**src/hw/rtl/bsst_pkg.sv**
```systemverilog
// Shared types and constants for the bounded set span tracker.
package bsst_pkg;

  localparam int unsigned ValW  = 32;
  localparam int unsigned SpanW = 31;
  localparam int unsigned StatW = 3;
  localparam int unsigned OpW   = 2;
  localparam int unsigned CapW  = 9;

  localparam logic [OpW-1:0] OP_ADD_VALUE = 2'd0;
  localparam logic [OpW-1:0] OP_ADD_RUN   = 2'd1;
  localparam logic [OpW-1:0] OP_SHORTEST  = 2'd2;
  localparam logic [OpW-1:0] OP_LONGEST   = 2'd3;

  localparam logic [StatW-1:0] ST_OK         = 3'd0;
  localparam logic [StatW-1:0] ST_FULL       = 3'd1;
  localparam logic [StatW-1:0] ST_WRONG      = 3'd2;
  localparam logic [StatW-1:0] ST_NOT_ENOUGH = 3'd3;
  localparam logic [StatW-1:0] ST_OFF_LIMITS = 3'd4;

  // broadcast from the control to every cell
  typedef struct packed {
    logic            ins_en;
    logic [ValW-1:0] x;
    logic            scan_load;
  } cell_ctrl_t;

  // what a cell shows its right-hand neighbor
  typedef struct packed {
    logic            valid;
    logic            gt;
    logic [ValW-1:0] val;
  } cell_link_t;

endpackage

```
**src/hw/rtl/bsst_cell.sv**
```systemverilog
// One cell of the sorted insertion chain, with its min-gap scan register.
module bsst_cell (
  input  logic                          clk_i,
  input  logic                          rst_ni,
  input  bsst_pkg::cell_ctrl_t          ctrl_i,
  input  bsst_pkg::cell_link_t          left_i,
  input  logic [bsst_pkg::ValW-1:0]     right_mn_i,
  output bsst_pkg::cell_link_t          link_o,
  output logic [bsst_pkg::ValW-1:0]     mn_o
);
  import bsst_pkg::*;

  logic            valid_q, valid_d;
  logic [ValW-1:0] val_q, val_d;
  logic [ValW-1:0] mn_q, mn_d;
  logic            gt;
  logic            take;
  logic [ValW-1:0] gap;

  assign gt   = valid_q && ($signed(val_q) > $signed(ctrl_i.x));
  // shift right if larger than x, or become the first free slot
  assign take = ctrl_i.ins_en && (gt || (!valid_q && left_i.valid));

  always_comb begin
    val_d   = val_q;
    valid_d = valid_q;
    if (take) begin
      val_d   = left_i.gt ? left_i.val : ctrl_i.x;
      valid_d = 1'b1;
    end
  end

  // neighbors in sorted order, so the gap is never negative
  assign gap = val_q - left_i.val;

  always_comb begin
    if (ctrl_i.scan_load) begin
      mn_d = valid_q ? gap : '1;
    end else begin
      mn_d = (right_mn_i < mn_q) ? right_mn_i : mn_q;
    end
  end

  always_ff @(posedge clk_i or negedge rst_ni) begin
    if (!rst_ni) begin
      valid_q <= 1'b0;
    end else begin
      valid_q <= valid_d;
    end
  end

  always_ff @(posedge clk_i) begin
    val_q <= val_d;
    mn_q  <= mn_d;
  end

  assign link_o.valid = valid_q;
  assign link_o.gt    = gt;
  assign link_o.val   = val_q;
  assign mn_o         = mn_q;

endmodule

```
**config.mk**
```make
export PLATFORM = sky130hd
export DESIGN_NAME = bsst_cell
export DESIGN_NICKNAME = d
export VERILOG_FILES = /design/src/hw/rtl/bsst_pkg.sv /design/src/hw/rtl/bsst_cell.sv
export SDC_FILE = /design/constraint.sdc
export NUM_CORES = 1
export LEC_CHECK = 0
export ABC_CLOCK_PERIOD_IN_PS = 4059
export BUFFER_PORTS_ARGS = -buffer_cell sky130_fd_sc_hd__buf_2
export CORE_MARGIN = 1
export CORE_UTILIZATION = 49
export DETAILED_ROUTE_END_ITERATION = 12
export PLACE_DENSITY = 0.76
export SLEW_MARGIN = 5
export SYNTH_ARGS = -nofsm -noshare
export SYNTH_HDL_FRONTEND = slang
export SYNTH_SLANG_ARGS = --single-unit
```
**constraint.sdc**
```tcl
create_clock -name clk_i -period 4.06 [get_ports clk_i]
set_input_delay 0.812 -clock clk_i [delete_from_list [all_inputs] [get_ports clk_i]]
set_output_delay 0.812 -clock clk_i [all_outputs]
set_load 0.01 [all_outputs]
```
**Word level (Yosys, flattened, before mapping)**

Index checks and enable logic that the tools add are counted.

- Bits of input ports: 102
- Bits in registers: 65
- Word-level logic and storage cells: 16
- Output and inout bits: 66

- Muxes and demuxes: 4
- $add $sub $neg: 1
- Reduce and logical (&&, ||, !) cells: 6
- Order comparisons: 2

Operator list:

| operator | number |
|---|---|
| $mux 32 | 4 |
| $gt 32x32->1 | 1 |
| $lt 32x32->1 | 1 |
| $sub 32x32->32 | 1 |
| $logic_and 1x1->1 | 3 |
| $reduce_bool 2->1 | 1 |
| $logic_not 1->1 | 1 |
| $logic_or 1x1->1 | 1 |

**Longest topological paths before layout**

- Depth in word-level cells: 4
- Depth in mapped cells: 12
- Mapped depth without buffers: 12

**Worst setup path before layout**

OpenSTA, ideal clock, no wires.

- Path kind: input to register
- Start: input port right_mn_i[1] (netlist name)
- End: register mn_q[0] (netlist: mn_o[0]), enable pin
- Library setup time: 0.440 ns
- Data required time: 3.620 ns
- Path buffers: 0
- Cell stages on the path: 8
- Data arrival time: 3.986 ns
- Setup slack: -0.366 ns
- Cells stage by stage: ha_1 > a21o_1 > a21o_1 > a21o_1 > a21o_1 > a2111oi_2 > o21ai_1 > a41oi_1

- Longest elaborated chain between the ends: 2

Ends and longest elaborated chain:

| what | RTL line | text |
|---|---|---|
| start: declaration | bsst_cell.sv:7 | `input logic [bsst_pkg::ValW-1:0] right_mn_i,` |
| $lt 32x32->1 | bsst_cell.sv:40 | `mn_d = (right_mn_i < mn_q) ? right_mn_i : mn_q;` |
| $reduce_bool 2->1 (no line) | -- |  |
| end signal: assignment | bsst_cell.sv:54 | `mn_q <= mn_d;` |
| end: declaration | bsst_cell.sv:15 | `logic [ValW-1:0] mn_q, mn_d;` |

No other way between the ends.
A chain may end at the register's enable or synchronous reset.

==> parameters.txt <==
Parameter                              Value

Status
  Result of the run ... finished, final reports clean

Logic synthesis
  Net Count, Synth ... slightly below 900
  Fraction of the yosys area taken by sequential cells ... about a third
  Main combinational cell family by area after synthesis ... compound AO/OA/AOI/OAI gates
  Yosys reg bits ... between 60 and 70
  Async SR Flop Fraction ... between 1.5 and 2%
  Compound-cell area share of the yosys netlist ... between 20% and 30%
  Synth Instances ... 668
  Multiplexer share of the synthesized area ... less than 1%
  Simple-gate share of the synthesized area ... a little under an eighth
  Count of cell types in the netlist ... 65
  Fraction of synthesized cell area in xor and xnor cells ... 3.19%
  Mapped cell area ... just over 6000 sq um
  Number of flops mapped to enable cells by yosys ... 64
  Yosys warning count ... 0
  Share of synthesized cell area in full adder, half adder and majority cells ... 19.8%
  Mean post-synth cell area ... 9.05 sq um
  Main synth FF type ... sky130_fd_sc_hd__edfxtp_1

Cells and area
  Most common cell after layout, fill and taps aside ... sky130_fd_sc_hd__buf_2
  Most used cells in the layout excluding fill and tap cells ... sky130_fd_sc_hd__buf_2, sky130_fd_sc_hd__inv_1, sky130_fd_sc_hd__ha_1
  Share of final-layout standard cells stronger than drive strength 1 ... between 20% and 30%
  Fillcell total ... roughly 1.0k
  Summed area of non-filler cells in the final layout ... around 7400 sq um
  Area delta synth->final ... 21.6%
  Number of antenna cells inserted ... 0
  Post-layout nets ... 1025

Clock tree
  Quantity of gates resized following cts ... 0
  CTS Buffer Depth ... 2
  CTS tree ... built
  Clock input transition at the sequential cells of the worst setup and hold paths ... 60 ps
  Hold_buf cts ... 0
  CTS Buf Count ... 9
  TritonCTS sink count ... 65
  Clk Tree Root Cell ... sky130_fd_sc_hd__clkbuf_16
  Post-CTS setup buffer count ... 0
  Number of levels in the clock H-tree ... 3
  Latest clock arrival within the worst-skew pair ... approximately 330 ps

Timing
  Worst setup skew after layout ... around 11 ps
  Final cycle utilization of the critical path ... between 90 and 100%
  Slew at the pin closest to its max-slew limit ... between 900 and 1000 ps
  Post-Route Setup TNS ... 0 ps
  Maximum achievable frequency ... 259 MHz
  WHS ... 241 ps
  Headroom to the max-slew limit ... a little under two fifths
  Final slew viol count ... 0
  Endpoints failing setup ... 0
  Number of failing hold endpoints at the final stage ... 0
  Final worst-path setup slack ... 194 ps
  Clock period minus worst slack ... 3870 ps
  Setup repair after global routing missed its margin ... no

Drt
  Number of nets still failing antenna checks after routing ... 0
  Iteration-0 DRC Markers ... approximately 340
  Number of vias after detailed routing ... around 5.4k
  Post-detailed-route wirelength per cell ... between 15 and 20 um
  DRC violations left ... 0
  Mean number of vias per cell ... around 5.6
  Detailed Routing Iterations Pass 1 ... 5
  Total Wirelength ... between 15000 and 20000 um

Placed design
  Worst-case setup slack after placement ... roughly 180 ps
  Detailed Place HPWL ... around 13000 um
  Number of I/O port buffers ... 167
  Final weighted congestion in routability-driven placement ... about 0.93
  Post-placement cell area ... between 7000 and 8000 sq um

Die
  Row count ... 40
  Initial Utilization ... approximately 50%
  Die area ... 12800 sq um
  I/O pin total ... ~170
  Std-Cell Core Area ... 12000 sq um
  Horizontal die dimension ... roughly 110 um
  Die height ... between 100 and 150 um

Power
  Power density of the placed cells ... 441 nW/um^2
  Static Leak ... between 3 and 4 nW
  Peak VDD IR ... approximately 0.00018 V

Critical path
  Arrival time of data at the critical path endpoint ... around 3000 ps
  Top fanout value on the critical path ... 2
  CP Launch Type ... primary input
  Crit Reg-Reg Startpoint ... val_q[10]
  CP required ... 3250 ps
  Worst setup path class ... primary input to primary output
  Reg2Reg Setup Slack ... approximately 1000 ps
  Setup crit end kind ... primary output
  Critical Path Source ... ctrl_i[11]

Flow run
  Max capacitance violation total ... 0

GRT
  Global-route layer with the greatest usage ... met2
  Via count of the first global-routing pass ... 5221
  Antenna violations before repair ... 0
  GRT Util Overall ... around 25%
  Largest net degree at the start of global routing ... 64
  Wire length of the first global-routing pass ... between 20000 and 30000 um
  M3 GR Usage ... under 10%
  Grt total ovfl ... 0
  Met1 demand-to-capacity share in global routing ... 36.6%
  Fraction of met2 tracks used by global routing ... about two fifths

Hold path
  Min-delay worst type ... primary input to async pin
## worst max-delay path, cell delays in order
cell and delay, ps:
sky130_fd_sc_hd__buf_2 80, sky130_fd_sc_hd__inv_1 40, sky130_fd_sc_hd__ha_1 300, sky130_fd_sc_hd__and3_1 180
sky130_fd_sc_hd__a221o_1 340, sky130_fd_sc_hd__a221oi_1 310, sky130_fd_sc_hd__o211ai_1 180, sky130_fd_sc_hd__a31oi_1 240
sky130_fd_sc_hd__xor2_1 240, sky130_fd_sc_hd__and3_1 190, sky130_fd_sc_hd__buf_2 130
## routing by layer
layer	share of wire, %	vias up
li1	-	2735
met1	49	2514
met2	45	185
met3	5.1	11
met4	0.93	0
met5	0	-
## through the flow
| step | util (%) | power (mW) | std cells |
|---|---|---|---|
| 4_1_cts | 61.2 | 3.25 | 980 |
| 5_1_grt | 61.2 | 3.46 | 980 |
| 3_5_place_dp | 58.6 | 2.42 | 964 |
| 3_3_place_gp | 58.6 | 2.37 | 964 |
| 2_1_floorplan | - | 1.96 | 668 |
| 6_report | 61.2 | 3.24 | 980 |
## cell families after synthesis
group	Yosys count
AND/OR/NAND/NOR	150
multiplexers	2
XOR/XNOR	22
flip-flops	65
AO/OA/AOI/OAI	210
buffers and inverters	124
adder cells (fa/ha/maj)	95
## flip-flops by register name (all words and copies together) (netlist names)
name / count
mn_o: 32
val_q: 32
valid_q: 1
## synth_stat cells (2+ instances only)
| library cell | number | area [sq um] |
|---|---|---|
| sky130_fd_sc_hd__inv_1 | 103 | 387 |
| sky130_fd_sc_hd__ha_1 | 94 | 1180 |
| sky130_fd_sc_hd__edfxtp_1 | 64 | 1920 |
| sky130_fd_sc_hd__nand2_1 | 55 | 206 |
| sky130_fd_sc_hd__o21ai_0 | 44 | 220 |
| sky130_fd_sc_hd__a21o_1 | 38 | 285 |
| sky130_fd_sc_hd__a21oi_1 | 37 | 185 |
| sky130_fd_sc_hd__nor2_1 | 31 | 116 |
| sky130_fd_sc_hd__o22a_1 | 22 | 193 |
| sky130_fd_sc_hd__clkbuf_1 | 19 | 71.3 |
| sky130_fd_sc_hd__nand3_1 | 16 | 80.1 |
| sky130_fd_sc_hd__nand4_1 | 13 | 81.3 |
| sky130_fd_sc_hd__xnor2_1 | 13 | 114 |
| sky130_fd_sc_hd__o21a_1 | 11 | 82.6 |
| sky130_fd_sc_hd__o21ai_1 | 9 | 45.0 |
| sky130_fd_sc_hd__xor2_1 | 9 | 78.8 |
| sky130_fd_sc_hd__nor3_1 | 6 | 30.0 |
| sky130_fd_sc_hd__a31oi_1 | 5 | 31.3 |
| sky130_fd_sc_hd__nor2b_1 | 5 | 31.3 |
| sky130_fd_sc_hd__o211ai_1 | 5 | 37.5 |
| sky130_fd_sc_hd__a21oi_2 | 4 | 35.0 |
| sky130_fd_sc_hd__and3_1 | 4 | 25.0 |
| sky130_fd_sc_hd__nand2b_1 | 3 | 18.8 |
| sky130_fd_sc_hd__o21bai_1 | 3 | 22.5 |
| sky130_fd_sc_hd__o31ai_2 | 3 | 37.5 |
| sky130_fd_sc_hd__a2111oi_2 | 2 | 30.0 |
| sky130_fd_sc_hd__a41oi_1 | 2 | 17.5 |
| sky130_fd_sc_hd__and2_1 | 2 | 12.5 |
| sky130_fd_sc_hd__and3b_1 | 2 | 17.5 |
| sky130_fd_sc_hd__and4_1 | 2 | 17.5 |
| sky130_fd_sc_hd__buf_4 | 2 | 15.0 |
| sky130_fd_sc_hd__mux2_2 | 2 | 22.5 |
| sky130_fd_sc_hd__nor4_1 | 2 | 12.5 |
| sky130_fd_sc_hd__o211ai_2 | 2 | 25.0 |
| sky130_fd_sc_hd__o221a_1 | 2 | 22.5 |
| sky130_fd_sc_hd__or2_1 | 2 | 12.5 |
| sky130_fd_sc_hd__or3_1 | 2 | 12.5 |
## layout make-up
class | instances | area (sq um) | area share [%]
repair buffers | 170 | 871 | 11.8
clock inverters | 2 | 35.0 | 0.476
multi-input cells | 479 | 3650 | 49.6
well taps | 147 | 184 | 2.50
inverters | 103 | 387 | 5.26
flip-flops and latches | 65 | 1950 | 26.5
clock buffers | 14 | 284 | 3.86
## power breakdown
| group | internal, mW | switching, mW |
|---|---|---|
| Clock | 0.541 | 0.279 |
| Combinational | 0.600 | 0.786 |
| Sequential | 0.937 | 0.0991 |
## worst paths after layout
kind,cells after the start,end
hold / removal,1,valid_q
min in group clk_i,2,valid_q
max in group asynchronous,1,valid_q
hold reg to reg,2,mn_o[1]
setup reg to reg,9,val_q[19]
setup / recovery,11,link_o[32]
Power figures use the tool's default switching activity.
